File: src/hw/rtl/lsps_pkg.sv
// shared types and constants of the line sensor steering block
package lsps_pkg;

   localparam int CONV_W    = 8;
   localparam int THRESH_W  = 10;
   localparam int GAIN_W    = 16;
   localparam int COMPARE_W = 16;
   localparam int FRONT_W   = 10;
   localparam int CHAN_W    = 2;
   localparam int FRAC_BITS = 8;

   // csr bus
   localparam int CSR_ADDR_W = 4;
   localparam int CSR_DATA_W = 32;
   localparam int REG_IDX_W  = 2;

   localparam logic [REG_IDX_W-1:0] REG_LINE_THRESHOLD = 2'd0;
   localparam logic [REG_IDX_W-1:0] REG_STEER_GAIN     = 2'd1;
   localparam logic [REG_IDX_W-1:0] REG_BASE_COMPARE   = 2'd2;

   localparam logic [THRESH_W-1:0]  THRESHOLD_RESET = 10'd512;
   localparam logic [GAIN_W-1:0]    GAIN_RESET      = 16'd384;
   localparam logic [COMPARE_W-1:0] BASE_RESET      = 16'd12499;

   // scan channels
   localparam logic [CHAN_W-1:0] CH_LEFT   = 2'd0;
   localparam logic [CHAN_W-1:0] CH_MIDDLE = 2'd1;
   localparam logic [CHAN_W-1:0] CH_RIGHT  = 2'd2;
   localparam logic [CHAN_W-1:0] CH_FRONT  = 2'd3;

   typedef struct packed {
      logic [THRESH_W-1:0]  line_threshold;
      logic [GAIN_W-1:0]    steer_gain;
      logic [COMPARE_W-1:0] base_compare;
   } csr_regs_type;

   typedef struct packed {
      logic [COMPARE_W-1:0] compare_a;
      logic [COMPARE_W-1:0] compare_b;
      logic                 steering_on;
   } steer_result_type;

endpackage

File: src/hw/rtl/lsps_csr.sv
// apb-style register file for threshold, gain and base compare
module lsps_csr (
   input  logic                                 clock,
   input  logic                                 reset,
   input  logic                                 psel,
   input  logic                                 penable,
   input  logic                                 pwrite,
   input  logic [lsps_pkg::CSR_ADDR_W-1:0]      paddr,
   input  logic [lsps_pkg::CSR_DATA_W-1:0]      pwdata,
   output logic [lsps_pkg::CSR_DATA_W-1:0]      prdata,
   output logic                                 pready,
   output lsps_pkg::csr_regs_type               regs
);

   lsps_pkg::csr_regs_type regs_ff;
   lsps_pkg::csr_regs_type regs_in;
   logic [lsps_pkg::REG_IDX_W-1:0] reg_idx;
   logic                            wr_en;

   assign pready  = 1'b1;
   assign reg_idx = paddr[lsps_pkg::CSR_ADDR_W-1:2];
   assign wr_en   = psel & penable & pwrite & pready;

   always_comb begin
      regs_in = regs_ff;
      if (wr_en) begin
         unique case (reg_idx)
            lsps_pkg::REG_LINE_THRESHOLD:
               regs_in.line_threshold = pwdata[lsps_pkg::THRESH_W-1:0];
            lsps_pkg::REG_STEER_GAIN:
               regs_in.steer_gain = pwdata[lsps_pkg::GAIN_W-1:0];
            lsps_pkg::REG_BASE_COMPARE:
               regs_in.base_compare = pwdata[lsps_pkg::COMPARE_W-1:0];
            default: ;
         endcase
      end
   end

   always_ff @(posedge clock) begin
      if (reset) begin
         regs_ff.line_threshold <= lsps_pkg::THRESHOLD_RESET;
         regs_ff.steer_gain     <= lsps_pkg::GAIN_RESET;
         regs_ff.base_compare   <= lsps_pkg::BASE_RESET;
      end else begin
         regs_ff <= regs_in;
      end
   end

   always_comb begin
      unique case (reg_idx)
         lsps_pkg::REG_LINE_THRESHOLD:
            prdata = lsps_pkg::CSR_DATA_W'(regs_ff.line_threshold);
         lsps_pkg::REG_STEER_GAIN:
            prdata = lsps_pkg::CSR_DATA_W'(regs_ff.steer_gain);
         lsps_pkg::REG_BASE_COMPARE:
            prdata = lsps_pkg::CSR_DATA_W'(regs_ff.base_compare);
         default:
            prdata = '0;
      endcase
   end

   assign regs = regs_ff;

endmodule

File: src/hw/rtl/lsps_steer.sv
// proportional steering: line detect, imbalance, scaled and saturated reduction
module lsps_steer #(
   parameter int SAMPLE_BITS = 10
) (
   input  logic [SAMPLE_BITS-1:0]      left_level,
   input  logic [SAMPLE_BITS-1:0]      middle_level,
   input  logic [SAMPLE_BITS-1:0]      right_level,
   input  lsps_pkg::csr_regs_type      regs,
   output lsps_pkg::steer_result_type  result
);

   localparam int CMP_W  = (SAMPLE_BITS > lsps_pkg::THRESH_W) ? SAMPLE_BITS
                                                              : lsps_pkg::THRESH_W;
   localparam int PROD_W = lsps_pkg::GAIN_W + SAMPLE_BITS;
   localparam int SUM_W  = PROD_W + 1;
   localparam int RED_W  = SUM_W - lsps_pkg::FRAC_BITS;
   localparam logic [SUM_W-1:0] ROUND_UP = SUM_W'((1 << lsps_pkg::FRAC_BITS) - 1);

   logic [CMP_W-1:0]                 thresh_x;
   logic                             line_seen;
   logic                             left_lt_right;
   logic [SAMPLE_BITS-1:0]           diff;
   logic [PROD_W-1:0]                prod;
   logic [SUM_W-1:0]                 rounded;
   logic [RED_W-1:0]                 reduction;
   logic [lsps_pkg::COMPARE_W-1:0]   lowered;
   logic [lsps_pkg::COMPARE_W-1:0]   base;

   assign base     = regs.base_compare;
   assign thresh_x = CMP_W'(regs.line_threshold);

   assign line_seen = (CMP_W'(left_level) > thresh_x)   ||
                      (CMP_W'(middle_level) > thresh_x) ||
                      (CMP_W'(right_level) > thresh_x);

   assign left_lt_right = left_level < right_level;
   assign diff          = left_lt_right ? (right_level - left_level)
                                        : (left_level - right_level);

   // gain is q8.8, round the reduction up
   assign prod      = PROD_W'(regs.steer_gain) * PROD_W'(diff);
   assign rounded   = SUM_W'(prod) + ROUND_UP;
   assign reduction = rounded[SUM_W-1:lsps_pkg::FRAC_BITS];

   // clamp at zero instead of wrapping
   assign lowered = (reduction >= RED_W'(base))
                    ? '0
                    : base - reduction[lsps_pkg::COMPARE_W-1:0];

   assign result.compare_a   = (line_seen && left_lt_right)  ? lowered : base;
   assign result.compare_b   = (line_seen && !left_lt_right) ? lowered : base;
   assign result.steering_on = line_seen;

endmodule

File: src/hw/rtl/line_sensor_proportional_steering.sv
// top level of the line sensor proportional steering block
//
// takes one left-adjusted conversion per request from a rotating scan of four
// sensors (left, middle, right, front) and answers every request with one
// response carrying both motor pwm compare values, a steering flag, the
// channel the request was stored to and the latest front reading. the top
// SAMPLE_BITS bits of the conversion are the reading; line sensors are kept
// inverted (full scale minus reading), the front sensor is kept raw. once a
// line sensor is above line_threshold, the motor on the brighter side has its
// compare lowered by ceil(steer_gain * |left - right| / 256), clamped at zero.
// throughput is one request per clock while rsp_stall is low. a request
// stores its reading into the sensor registers, then its response goes
// through the steering multiply and clamp into the output register. the
// output register and the store stage each hold one request, so a new
// request is taken while a finished response waits, and back-pressure on
// the response side only reaches req_stall once both are full. valid flags,
// scan counter and sensor registers clear on reset, payload registers do
// not. csr map (32-bit apb-style, pready tied high): 0x0 line_threshold,
// 0x4 steer_gain, 0x8 base_compare; paddr[1:0] is ignored and writes to 0xc
// are dropped. program the registers only while no request is in flight.
module line_sensor_proportional_steering #(
   parameter int SAMPLE_BITS = 10
) (
   input  logic                                  clock,
   input  logic                                  reset,

   // conversion requests
   input  logic                                  req_valid,
   output logic                                  req_stall,
   input  logic [lsps_pkg::CONV_W-1:0]           req_conv_high,
   input  logic [lsps_pkg::CONV_W-1:0]           req_conv_low,

   // steering responses
   output logic                                  rsp_valid,
   input  logic                                  rsp_stall,
   output logic [lsps_pkg::COMPARE_W-1:0]        rsp_compare_a,
   output logic [lsps_pkg::COMPARE_W-1:0]        rsp_compare_b,
   output logic                                  rsp_steering_on,
   output logic [lsps_pkg::CHAN_W-1:0]           rsp_stored_channel,
   output logic [lsps_pkg::FRONT_W-1:0]          rsp_front_level,

   // configuration
   input  logic                                  csr_psel,
   input  logic                                  csr_penable,
   input  logic                                  csr_pwrite,
   input  logic [lsps_pkg::CSR_ADDR_W-1:0]       csr_paddr,
   input  logic [lsps_pkg::CSR_DATA_W-1:0]       csr_pwdata,
   output logic [lsps_pkg::CSR_DATA_W-1:0]       csr_prdata,
   output logic                                  csr_pready
);

   localparam int WORD_W = 2 * lsps_pkg::CONV_W;

   lsps_pkg::csr_regs_type      regs;
   lsps_pkg::steer_result_type  steer_res;

   // handshake
   logic out_advance;
   logic store_advance;
   logic req_accept;

   // store stage: sensor registers plus scan counter
   logic                          store_valid_ff, store_valid_in;
   logic [lsps_pkg::CHAN_W-1:0]   store_chan_ff, store_chan_in;
   logic [lsps_pkg::CHAN_W-1:0]   scan_chan_ff, scan_chan_in;
   logic [SAMPLE_BITS-1:0]        left_ff, left_in;
   logic [SAMPLE_BITS-1:0]        middle_ff, middle_in;
   logic [SAMPLE_BITS-1:0]        right_ff, right_in;
   logic [SAMPLE_BITS-1:0]        front_ff, front_in;

   logic [WORD_W-1:0]             conv_word;
   logic [SAMPLE_BITS-1:0]        raw_reading;

   // output register
   logic                          rsp_valid_ff, rsp_valid_in;
   lsps_pkg::steer_result_type    rsp_res_ff, rsp_res_in;
   logic [lsps_pkg::CHAN_W-1:0]   rsp_chan_ff, rsp_chan_in;
   logic [lsps_pkg::FRONT_W-1:0]  rsp_front_ff, rsp_front_in;

   lsps_csr u_csr (
      .clock   (clock),
      .reset   (reset),
      .psel    (csr_psel),
      .penable (csr_penable),
      .pwrite  (csr_pwrite),
      .paddr   (csr_paddr),
      .pwdata  (csr_pwdata),
      .prdata  (csr_prdata),
      .pready  (csr_pready),
      .regs    (regs)
   );

   // output slot frees when empty or being taken; store slot frees when empty
   // or moving on into the output slot
   assign out_advance   = !rsp_valid_ff || !rsp_stall;
   assign store_advance = !store_valid_ff || out_advance;
   assign req_stall     = !store_advance;
   assign req_accept    = req_valid && store_advance;

   // top bits of the left-adjusted conversion
   assign conv_word   = {req_conv_high, req_conv_low};
   assign raw_reading = conv_word[WORD_W-1 -: SAMPLE_BITS];

   always_comb begin
      store_valid_in = store_advance ? req_valid : store_valid_ff;
      store_chan_in  = store_chan_ff;
      scan_chan_in   = scan_chan_ff;
      left_in        = left_ff;
      middle_in      = middle_ff;
      right_in       = right_ff;
      front_in       = front_ff;
      if (req_accept) begin
         store_chan_in = scan_chan_ff;
         scan_chan_in  = scan_chan_ff + lsps_pkg::CHAN_W'(1);
         // line sensors stored inverted, so a dark line reads high
         unique case (scan_chan_ff)
            lsps_pkg::CH_LEFT:   left_in   = ~raw_reading;
            lsps_pkg::CH_MIDDLE: middle_in = ~raw_reading;
            lsps_pkg::CH_RIGHT:  right_in  = ~raw_reading;
            lsps_pkg::CH_FRONT:  front_in  = raw_reading;
            default: ;
         endcase
      end
   end

   always_ff @(posedge clock) begin
      if (reset) begin
         store_valid_ff <= 1'b0;
         scan_chan_ff   <= lsps_pkg::CH_LEFT;
         left_ff        <= '0;
         middle_ff      <= '0;
         right_ff       <= '0;
         front_ff       <= '0;
      end else begin
         store_valid_ff <= store_valid_in;
         scan_chan_ff   <= scan_chan_in;
         left_ff        <= left_in;
         middle_ff      <= middle_in;
         right_ff       <= right_in;
         front_ff       <= front_in;
      end
      store_chan_ff <= store_chan_in;
   end

   // steering math works on the sensor registers as left by the stored request
   lsps_steer #(
      .SAMPLE_BITS (SAMPLE_BITS)
   ) u_steer (
      .left_level   (left_ff),
      .middle_level (middle_ff),
      .right_level  (right_ff),
      .regs         (regs),
      .result       (steer_res)
   );

   always_comb begin
      rsp_valid_in = out_advance ? store_valid_ff : rsp_valid_ff;
      rsp_res_in   = rsp_res_ff;
      rsp_chan_in  = rsp_chan_ff;
      rsp_front_in = rsp_front_ff;
      if (out_advance && store_valid_ff) begin
         rsp_res_in   = steer_res;
         rsp_chan_in  = store_chan_ff;
         // front level shows the low ten bits of the reading
         rsp_front_in = lsps_pkg::FRONT_W'(front_ff);
      end
   end

   always_ff @(posedge clock) begin
      if (reset) begin
         rsp_valid_ff <= 1'b0;
      end else begin
         rsp_valid_ff <= rsp_valid_in;
      end
      rsp_res_ff   <= rsp_res_in;
      rsp_chan_ff  <= rsp_chan_in;
      rsp_front_ff <= rsp_front_in;
   end

   assign rsp_valid          = rsp_valid_ff;
   assign rsp_compare_a      = rsp_res_ff.compare_a;
   assign rsp_compare_b      = rsp_res_ff.compare_b;
   assign rsp_steering_on    = rsp_res_ff.steering_on;
   assign rsp_stored_channel = rsp_chan_ff;
   assign rsp_front_level    = rsp_front_ff;

endmodule

File: config.mk
export PLATFORM = sky130hd
export DESIGN_NAME = line_sensor_proportional_steering
export DESIGN_NICKNAME = d
export VERILOG_FILES = /design/src/hw/rtl/lsps_pkg.sv /design/src/hw/rtl/lsps_csr.sv /design/src/hw/rtl/lsps_steer.sv /design/src/hw/rtl/line_sensor_proportional_steering.sv
export SDC_FILE = /design/constraint.sdc
export NUM_CORES = 1
export LEC_CHECK = 0
export CORE_MARGIN = 1
export CORE_UTILIZATION = 40
export CTS_BUF_LIST = sky130_fd_sc_hd__clkbuf_8
export CTS_CLUSTER_DIAMETER = 120
export DETAILED_ROUTE_END_ITERATION = 8
export DONT_BUFFER_PORTS = 1
export PLACE_DENSITY_LB_ADDON = 0.05
export SYNTH_ARGS = -nofsm -noshare
export SYNTH_HDL_FRONTEND = slang
export SYNTH_SLANG_ARGS = --single-unit
export TNS_END_PERCENT = 100
File: constraint.sdc
create_clock -name clock -period 16.15 [get_ports clock]
set_input_delay 1.615 -clock clock [delete_from_list [all_inputs] [get_ports clock]]
set_output_delay 1.615 -clock clock [all_outputs]
set_load 0.03 [all_outputs]
# == Word level (Yosys, flattened, before mapping) ==
# Index checks and enable logic that the tools add are counted.
# word_totals
mem_bits_ro,0
input_bits,59
n_memories,0
word_cells,62
ramBits,0
latch_bits,0
output_inout_bits,80
ff_bits,133
# classes
n_reduce_logical,22
n_lt_le_gt_ge,5
addsub,5
n_shift,0
mul,1
eq_ne,5
n_div,0
mux,5
bitwise,3
# ops
op,n
$mux W16,3
$pmux W16 S3,1
$gt A10 B10 Y1,3
$add A26 B8 Y27 const B,1
$mul A16 B10 Y26,1
$sub A10 B10 Y10,2
$ge A19 B16 Y1,1
$sub A16 B16 Y16,1
$reduce_and A2 Y1,7
$lt A10 B10 Y1,1
$mux W10,1
$not A10 Y10,1
$eq A2 B2 Y1 const B,3
$logic_not A1 Y1,5
$eq A2 B1 Y1 const B,2
$logic_and A1 B1 Y1,4
$logic_not A2 Y1,2
$logic_or A1 B1 Y1,4
$add A2 B1 Y2 const B,1
$and A1 B1 Y1,2

# == Depth between registers and ports, before layout ==
# Gate-level depths: netlist of run 1.
# logic_depth
word_depth,7
mapped_depth,41
ltp_nobuf,39

# == By module ==
# Synthesis of run 1 repeated with hierarchy kept, for this count alone.
# hier_totals
cells_unflattened,1665
area_unflattened_um2,15192.1
# modules_own_cells
mod,cells_each,n_inst,area_each_um2
lsps_steer,1204,1,9711.8
line_sensor_proportional_steering,230,1,3331.9
lsps_csr,231,1,2148.3

# == Least setup slack after synthesis of run 1 ==
# Ideal clock, no wire load.
# synth_timing
path_kind,register -> register
from,register left_ff[0]
to,"register rsp_res_ff, in the netlist rsp_compare_b[10] (data pin)"
path_stages_with_launch,40
path_slack_ns,6.866
setup_time_ns,0.169
path_buffers,2
synth_period_minus_slack_ns,9.284
required_time_ns,15.981
t_arrival_ns,9.115
cell_sequence,dfxtp_1 inv_1 ha_1 inv_1 fa_1 a21oi_1 o22ai_1 o31ai_4 mux2i_1 a21boi_0 xnor2_1 clkbuf_1 nand2_1 fa_1 fa_1 inv_1 fa_1 fa_1 [4 not listed] a21oi_1 nand2_1 o211ai_2 nand2_1 a31oi_1 o21bai_1 a21o_1 xor2_1 ha_1 a21o_1 nand3_1 a21oi_1 a2111oi_0 a21oi_1 a2111oi_2 o211ai_2 buf_6 o31ai_1
# synth_lines
item,line,rtl
"start, declared",line_sensor_proportional_steering.sv:66,"logic [SAMPLE_BITS-1:0] left_ff, left_in;"
"start signal, assigned",line_sensor_proportional_steering.sv:137,left_ff <= left_in;
"end signal, assigned",line_sensor_proportional_steering.sv:175,rsp_res_ff <= rsp_res_in;
"end, declared",line_sensor_proportional_steering.sv:76,"lsps_pkg::steer_result_type rsp_res_ff, rsp_res_in;"

==> results.json, run 1 <==
{
  "nets": 1840,
  "fill_cells": 3358,
  "gp_congestion": 0.8414,
  "pwr-share-comb_pct": 62.5,
  "wl_met2_um": 16320,
  "cts_resized": 0,
  "vias": 10050,
  "wl_met3_um": 1240,
  "slew_headroom_pct": 20.37,
  "outcome": "completed",
  "overflow": 0,
  "cts_tree": "yes",
  "r2r_end": "rsp_compare_b[5]",
  "hold_violations": 0,
  "cpMaxStageDelayCell": "nor4_4",
  "yosys_warnings": 0,
  "synth-edff-count": 47,
  "netlist_instances": 1556,
  "layout_common_cells": "nand2_1 (243), inv_1 (215), ha_1 (150)",
  "drive_above_1_share_pct": 4.531,
  "root_buffer": "clkbuf_8",
  "numCtsBuffers": 17,
  "antenna_found_initial": 0,
  "dpl.hpwl_um": 27600,
  "first_global_vias": 9836,
  "synth_cell_types": 69,
  "p_seq_share_pct": 20.5,
  "wirelength_um": 34920,
  "grt_max_degree": 87,
  "dieArea_um2": 34140,
  "yosys_most_used_dff": "dfxtp_1",
  "fin_skew_ps": 17.29,
  "slew_viol_final": 0,
  "ys_ff_latch": 133,
  "h-tree-depth": 4,
  "rows": 66,
  "core_area_um2": 32700,
  "drv_cap": 0,
  "swShare_pct": 47.78,
  "die_y_um": 184.8,
  "crit_type": "register to register",
  "ff2ff_setup_slack_ps": 4790,
  "clkPwrFrac_pct": 17.0,
  "hold_buffers": 0,
  "hold_path_class": "register to register",
  "dpl_worst_slack_ps": 4829,
  "worstSetupStartpointType": "register",
  "whs_ps": 424.5,
  "grt.total_usage_pct": 21.16,
  "routedLengthMet1_um": 16930,
  "finalSetupViolCount": 0,
  "antenna_cells": 0,
  "power_density_nw_per_um2": 137.2,
  "reg2regPathDepth": 37,
  "cpPeakStageDelay_ps": 970,
  "hold_depth": 0,
  "rsz0062_at_grt": "false",
  "antenna_left": 0,
  "avgViaCountPerCell": 5.116,
  "drc": 0,
  "port_buffers": 0,
  "tightestPinTransition_ps": 1189,
  "holdPathEnd": "rsp_stored_channel[1]",
  "ioPinCount": 139,
  "end_kind": "register",
  "post_cts_buffers": 0,
  "initial_core_util_pct": 40.86,
  "synthArstFlopShare_pct": 0,
  "clk-insertion-delay-late_ps": 460,
  "finalCritPeriodShare_pct": 70.33,
  "mappedNetlistArea_um2": 13360,
  "fin_ws_ps": 4791,
  "max_freq_mhz": 88.04,
  "power_w": 0.001941,
  "cp.arrival_ps": 11630,
  "min_from": "store_chan_ff[1]",
  "cts.path.max_buffers": 2,
  "grt_pass1_wl_um": 55320,
  "fin_crit_ps": 11360,
  "layout_commonest_cell": "nand2_1",
  "synth_area_per_cell_um2": 8.587,
  "ys_seq_area_share_pct": 23.45,
  "drt_iter0_markers": 542,
  "highest_layer": "met4",
  "drt-wirelength-per-cell_um": 17.77,
  "fp.dieW_um": 184.8,
  "internal_power_w": 0.001013,
  "cp_max_fo": 32,
  "irDropWorstVdd_mv": 0.1098,
  "drtPass1Iterations": 5,
  "r2r-start": "left_ff[0]",
  "required_ps": 16420,
  "clkTransAtPathRegs_ps": 80,
  "p_sw_w": 0.0009273,
  "setup_tns_ps": 0,
  "cts.sinks": 133,
  "area_delta_synth_final_pct": 5.899,
  "p_leak_nw": 6.406,
  "cpMostUsedCell": "fa_1"
}
cells in the mapped netlist (all sizes together), types with 30 or more instances:
library cell | number | area [um^2]
edfxtp | 47 | 1411
inv | 214 | 803.3
dfxtp | 86 | 1722
and2 | 61 | 381.6
clkbuf | 61 | 229.0
nand3 | 31 | 155.2
nor2 | 95 | 356.6
a21oi | 121 | 605.6
nand2 | 243 | 912.1
o21ai | 30 | 150.1
fa | 121 | 2422
ha | 150 | 1877
metrics by stage:
stage          area, um^2  std cells  utilization, %
6_report            14150       1965           43.27
5_1_grt             14150       1965           43.27
4_1_cts             14150       1965           43.27
3_5_place_dp        13680       1933           41.84
3_3_place_gp        13680       1933           41.84
2_1_floorplan       13420       1571               -
sequential cells by signal, indices dropped and copies added, names as in the netlist:
signal              flops
front_ff               10
left_ff                10
middle_ff              10
right_ff               10
rsp_compare_a          16
rsp_compare_b          16
rsp_front_level        10
rsp_steering_on         1
rsp_stored_channel      2
rsp_valid               1
scan_chan_ff            2
store_chan_ff           2
store_valid_ff          1
u_csr.regs             42
cells by family (layout without fill, tap and decap cells):
family,Yosys count,count (layout),synth area share [%]
and+or+nand+nor,504,504,17.23
buffers and inverters,303,255,9.111
AOI/OAI and AO/OA,280,280,13.59
adders and majority gates,271,271,32.18
DFF,133,133,23.45
xor gates and xnor gates,39,39,2.556
muxes,24,24,1.835
other,2,17,0.05621
routing by layer:
layer	track usage, %	vias up
met5	0	-
met4	4.529	0
met3	3.142	25
met2	34.68	183
met1	29.31	4870
li1	-	4975
worst max-delay path: cells and delay by family, from the launching register on:
kind | cells | cell delay (ps)
xor gates and xnor gates | 1 | 160
adders and majority gates | 9 | 3840
DFF | 1 | 340
AOI/OAI and AO/OA | 16 | 4250
and+or+nand+nor | 6 | 1570
muxes | 1 | 470
buffers and inverters | 4 | 480
worst max-delay path by stage:
stage | startpoint | slack [ps] | cells past startpoint | end
floorplan | left_ff[0] | 6870 | 39 | rsp_compare_b[10]
global placement | left_ff[0] | 4910 | 37 | rsp_compare_b[9]
detailed placement | left_ff[0] | 4830 | 37 | rsp_compare_b[5]
CTS | left_ff[0] | 4810 | 37 | rsp_compare_b[5]
global route | left_ff[0] | 4060 | 37 | rsp_compare_b[5]
finish | left_ff[0] | 4790 | 37 | rsp_compare_b[5]
power by group through the flow:
stage | logic (W) | registers (W) | clock network (W)
after floorplan | 0.000932 | 0.000402 | 0
after global placement | 0.00122 | 0.000407 | 0
after detailed placement | 0.00123 | 0.000407 | 0
after CTS | 0.00124 | 0.000399 | 0.000339
after global routing | 0.00138 | 0.000401 | 0.000352
final | 0.00121 | 0.000399 | 0.000329
layout make-up:
class	instances	area [um^2]	share of cell area, %
Clock inverter	13	205.2	1.450
Multi-Input combinational cell	1135	9126	64.50
Timing Repair Buffer	9	67.56	0.4775
Inverter	214	803.3	5.677
Sequential cell	133	3133	22.14
Clock buffer	19	261.5	1.848
Tap cell	442	553.0	3.908
Power figures use the tool's default switching activity.
==> run 2, diff against run 1 <==
- ABC_AREA: default -> 1
- clock period: 16.15 -> 9.9 ns (I/O delays scaled with it)
==> run 2 against run 1 <==
  * Global-route usage increased by 2.3 points
  * Via count rose by 11%
  * Critical path depth is 6 higher
  * Critical endpoint is now rsp_compare_b[2]
  * Routed wire length is 11% higher
  * Clock skew down 2.9 ps
  * Setup slack lost 4100 ps
  * Synthesized cell count grew 11%
  * Design area rose by 0.46%
  * Critical path type unchanged
  * Sequential share of layout area fell by 0.10 points
==> results.json, run 2 <==
{
  "ys_seq_area_share_pct": 23.22,
  "rows": 66,
  "synth_top_cell_by_area": "fa_1",
  "fin_crit_ps": 9254,
  "tightestPinTransition_ps": 1145,
  "rsz0062_at_grt": "false",
  "ioPinCount": 139,
  "slew_viol_final": 0,
  "cpMaxStageDelayCell": "fa_1",
  "synth_area_per_cell_um2": 7.791,
  "cts_tree": "yes",
  "max_freq_mhz": 108.1,
  "layout_common_cells": "nand2_1 (363), inv_1 (307), ha_1 (150)",
  "vias": 11120,
  "dieArea_um2": 34470,
  "hold_buffers": 0,
  "cp_max_fo": 32,
  "dpl_worst_slack_ps": 754.0,
  "synth-edff-count": 47,
  "root_buffer": "clkbuf_8",
  "required_ps": 10220,
  "antenna_found_initial": 1,
  "synth_top_area_share_pct": 17.95,
  "cpMostUsedCell": "nand2_1",
  "core_area_um2": 32870,
  "drc": 0,
  "drv_cap": 0,
  "avgViaCountPerCell": 5.117,
  "synth.top_cells.by_area": "fa_1 (18%), ha_1 (14%), dfxtp_1 (13%)",
  "whs_ps": 427.3,
  "clk-insertion-delay-late_ps": 460,
  "cts.path.max_buffers": 2,
  "synthArstFlopShare_pct": 0,
  "initial_core_util_pct": 41.06,
  "mappedNetlistArea_um2": 13490,
  "finalCritPeriodShare_pct": 93.47,
  "gp_congestion": 0.8811,
  "crit_type": "register to register",
  "drt_iter0_markers": 671,
  "yosys_warnings": 0,
  "layout_commonest_cell": "nand2_1",
  "h-tree-depth": 4,
  "cts_resized": 0,
  "grt.total_usage_pct": 23.43,
  "synth.most_common_cell": "nand2_1",
  "netlist_top_cells_count": "nand2_1 (363), inv_1 (306), ha_1 (150), nor2_1 (136), a21oi_1 (135)",
  "fill_cells": 3517,
  "hold_violations": 0,
  "fin_skew_ps": 14.42,
  "post_cts_buffers": 0,
  "synth_cell_types": 43,
  "cts.sinks": 133,
  "die_y_um": 185.7,
  "end_kind": "register",
  "grt_pass1_wl_um": 60980,
  "port_buffers": 0,
  "drtPass1Iterations": 5,
  "netlist_instances": 1732,
  "ys_ff_latch": 133,
  "antenna_left": 0,
  "cpPeakStageDelay_ps": 580,
  "slew_headroom_pct": 23.59,
  "grt_max_degree": 65,
  "worstSetupStartpointType": "register",
  "yosys_most_used_dff": "dfxtp_1",
  "overflow": 0,
  "wirelength_um": 38690,
  "numCtsBuffers": 17,
  "nets": 2046,
  "hold_path_class": "register to register",
  "drive_above_1_share_pct": 3.644,
  "outcome": "completed",
  "setup_tns_ps": 0,
  "largest_register_ffs": 42,
  "fp.dieW_um": 185.7,
  "fin_ws_ps": 646.3,
  "area_delta_synth_final_pct": 5.341,
  "fin_util_pct": 43.25,
  "cp.arrival_ps": 9570,
  "first_global_vias": 11080,
  "finalSetupViolCount": 0,
  "dpl.hpwl_um": 31750,
  "clkTransAtPathRegs_ps": 80,
  "drt-wirelength-per-cell_um": 17.81
}
run 2: cell count changes after synthesis, sizes merged, moves of 16 or more:
cell    previous run  this run
nand2            243       365
inv              214       310
and2              61         0
o21ai             30        77
nor2              95       138
clkbuf            61        25
nand3             31        64
nand4             10        39
or2                3        27
mux2i             20         0
nor2b             18         0
o31ai             16         0
run 2: routing by layer:
metal | part of all wire [%] | global-route usage [%]
met3 | 4.5 | 4.539
met1 | 44 | 28.96
met2 | 49 | 41.08
met4 | 2.5 | 6.984
met5 | 0 | 0
run 2: final cells by class:
class,count,area [um^2],area share (%)
flip-flops and latches,133,3133,22.04
clock buffers,17,234.0,1.646
multi-input cells,1236,8914,62.71
well taps,442,553.0,3.890
clock inverters,15,107.6,0.7570
inverters,318,1194,8.397
repair buffers,10,75.07,0.5281
diodes,2,5.005,0.03521
run 2: final timing paths:
check | slack [ps] | cells after the start | startpoint | end
max | 650 | 43 | left_ff[2] | rsp_compare_b[2]
min | 430 | 0 | store_chan_ff[0] | rsp_stored_channel[0]
max reg2reg | 650 | 43 | left_ff[2] | rsp_compare_b[2]
min reg2reg | 430 | 0 | store_chan_ff[0] | rsp_stored_channel[0]
run 2: cells by family (layout without fill, tap and decap cells):
kind of cell	count (synthesis)	in the layout	share of synthesized area [%]
simple gates	638	638	19.78
xor+xnor	38	38	2.578
compound gates	272	272	11.27
buf+inv	378	360	11.25
other cells	2	19	0.05565
fa+ha+maj	271	271	31.86
flops	133	133	23.22
run 2: per-stage QoR:
| stage | instance area, um^2 | std cells |
|---|---|---|
| after floorplan | 13550 | 1747 |
| after global placement | 13870 | 2139 |
| after detailed placement | 13870 | 2139 |
| after CTS | 14210 | 2171 |
| after global routing | 14210 | 2171 |
| final | 14210 | 2173 |
run 2: worst max-delay path, delay by kind of cell (launching register included):
| family | cells | cell delay (ps) |
|---|---|---|
| and+or+nand+nor | 18 | 2350 |
| buffers and inverters | 9 | 850 |
| adders and majority gates | 8 | 3870 |
| DFF | 1 | 380 |
| AOI/OAI and AO/OA | 6 | 1120 |
| xor gates and xnor gates | 2 | 530 |
Power of run 2 is not shown: default switching activity piles up to over one toggle a cycle in this logic, so the estimate is an artifact.
==> run 3, diff against run 2 <==
--- a/config.mk
+++ b/config.mk
@@ -15,2 +15,3 @@
 export PLACE_DENSITY_LB_ADDON = 0.05
+export RECOVER_POWER = 25
 export SYNTH_ARGS = -nofsm -noshare
==> constraint.sdc (replaced) <==
create_clock -name clock -period 9.9 [get_ports clock]
set_input_delay 0.495 -clock clock [delete_from_list [all_inputs] [get_ports clock]]
set_output_delay 0.495 -clock clock [all_outputs]
set_load 0.03 [all_outputs]
==> run 3 against run 2 <==
  * Design area rose by 0.21%
  * Largest cell class unchanged
  * Critical path type unchanged
  * Utilization increased by 0.091 points
  * Highest routed layer unchanged
  * Critical path depth unchanged
  * Fmax is 0.46% higher
  * Register-to-register slack better by 40 ps
  * Worst hold slack worse by 330 ps
  * Non-clock buffer count down 1
  * Routed wire length down 0.64%
  * Count of clock-buffer cells in the layout is the same
  * Clock skew increased by 5.0 ps
  * Sequential share of layout area about the same
  * Global-route usage shrank 0.12 points
==> results.json, run 3 (synthesized netlist as in run 2, its figures left out) <==
{
  "antenna_found_initial": 1,
  "tightestPinTransition_ps": 1196,
  "cp.depth": 43,
  "root_buffer": "clkbuf_8",
  "antenna_left": 0,
  "fin_skew_ps": 19.39,
  "overflow": 0,
  "cts.path.max_buffers": 2,
  "outcome": "completed",
  "core_area_um2": 32870,
  "fin_crit_ps": 9211,
  "die_y_um": 185.7,
  "cp_max_fo": 32,
  "crit_type": "register to register",
  "layout_commonest_cell": "nand2_1",
  "drtPass1Iterations": 5,
  "max_freq_mhz": 108.6,
  "crit_family": "adder cells",
  "hold_buffers": 0,
  "grt.total_usage_pct": 23.31,
  "rsz0062_at_grt": "false",
  "reg2regPathDepth": 43,
  "avgViaCountPerCell": 5.064,
  "largest_register_ffs": 42,
  "cp.arrival_ps": 9520,
  "drt-wirelength-per-cell_um": 17.70,
  "cts_resized": 0,
  "slew_headroom_pct": 20.16,
  "rows": 66,
  "nets": 2045,
  "clkTransAtPathRegs_ps": 90,
  "cpPeakStageDelay_ps": 570,
  "area_delta_synth_final_pct": 5.563,
  "hold_depth": 1,
  "hold_violations": 0,
  "grt_max_degree": 65,
  "port_buffers": 0,
  "cpMostUsedCell": "nand2_1",
  "gp_congestion": 0.8673,
  "clk-insertion-delay-late_ps": 460,
  "hold_path_class": "input pin to register",
  "drive_above_1_share_pct": 3.414,
  "dpl.hpwl_um": 31830,
  "first_global_vias": 11040,
  "layout_common_cells": "nand2_1 (363), inv_1 (306), ha_1 (150)",
  "dieArea_um2": 34470,
  "required_ps": 10210,
  "vias": 11000,
  "initial_core_util_pct": 41.06,
  "grt_pass1_wl_um": 61050,
  "wirelength_um": 38440,
  "worstSetupStartpointType": "register",
  "setup_tns_ps": 0,
  "fin_util_pct": 43.34,
  "drv_cap": 0,
  "cpMaxStageDelayCell": "fa_1",
  "cts_tree": "yes",
  "finalCritPeriodShare_pct": 93.04,
  "finalSetupViolCount": 0,
  "ioPinCount": 139,
  "h-tree-depth": 4,
  "fill_cells": 3458,
  "cts.sinks": 133,
  "numCtsBuffers": 17,
  "crit_buf_inv": 9,
  "post_cts_buffers": 0,
  "drt_iter0_markers": 590,
  "drc": 0,
  "end_kind": "register",
  "slew_viol_final": 0,
  "fp.dieW_um": 185.7
}
==> run 3: changes by cell type in the layout (fill, tap and decap cells not counted), moves of 2 or more <==
cell / delta
bufinv_16: +2
clkinv_1: +2
buf_4: -2
clkinvlp_4: -2
==> run 3: worst paths after layout <==
check | start | to | slack [ps]
worst max-delay path | left_ff[2] | rsp_compare_a[2] | 690
worst min-delay path | reset | front_ff[3] | 100
worst max register to register | left_ff[2] | rsp_compare_a[2] | 690
worst min register to register | front_ff[0] | rsp_front_level[0] | 430
==> run 3: per-stage QoR <==
stage / hold slack [ps] / instances / setup slack (ps) / cell area, um^2
2_1_floorplan: 400.3 / 1747 / 2409 / 13550
3_3_place_gp: 400.6 / 2138 / 751.6 / 13860
3_5_place_dp: 408.0 / 2138 / 754.9 / 13860
4_1_cts: 67.01 / 2170 / 703.0 / 14250
5_1_grt: 58.85 / 2170 / 20.62 / 14240
6_report: 101.2 / 2172 / 688.6 / 14240
==> run 3: per-layer routing <==
metal | GRT usage, % | routed length [um] | part of all wire, %
met5 | 0 | 0 | 0
met4 | 3.607 | 463 | 1.2
met3 | 4.402 | 1665 | 4.3
met2 | 41.95 | 19270 | 50
met1 | 29.25 | 17040 | 44
==> run 3: cell type report <==
cell class / instances / area, um^2 / share of cell area, %
Antenna cell: 2 / 5.005 / 0.03513
Clock inverter: 15 / 151.4 / 1.063
Clock buffer: 17 / 234.0 / 1.643
Tap cell: 442 / 553.0 / 3.882
Timing Repair Buffer: 9 / 63.81 / 0.4480
Sequential cell: 133 / 3133 / 21.99
Inverter: 318 / 1194 / 8.379
Multi-Input combinational cell: 1236 / 8911 / 62.56
Power of run 3 is left out for the same reason.
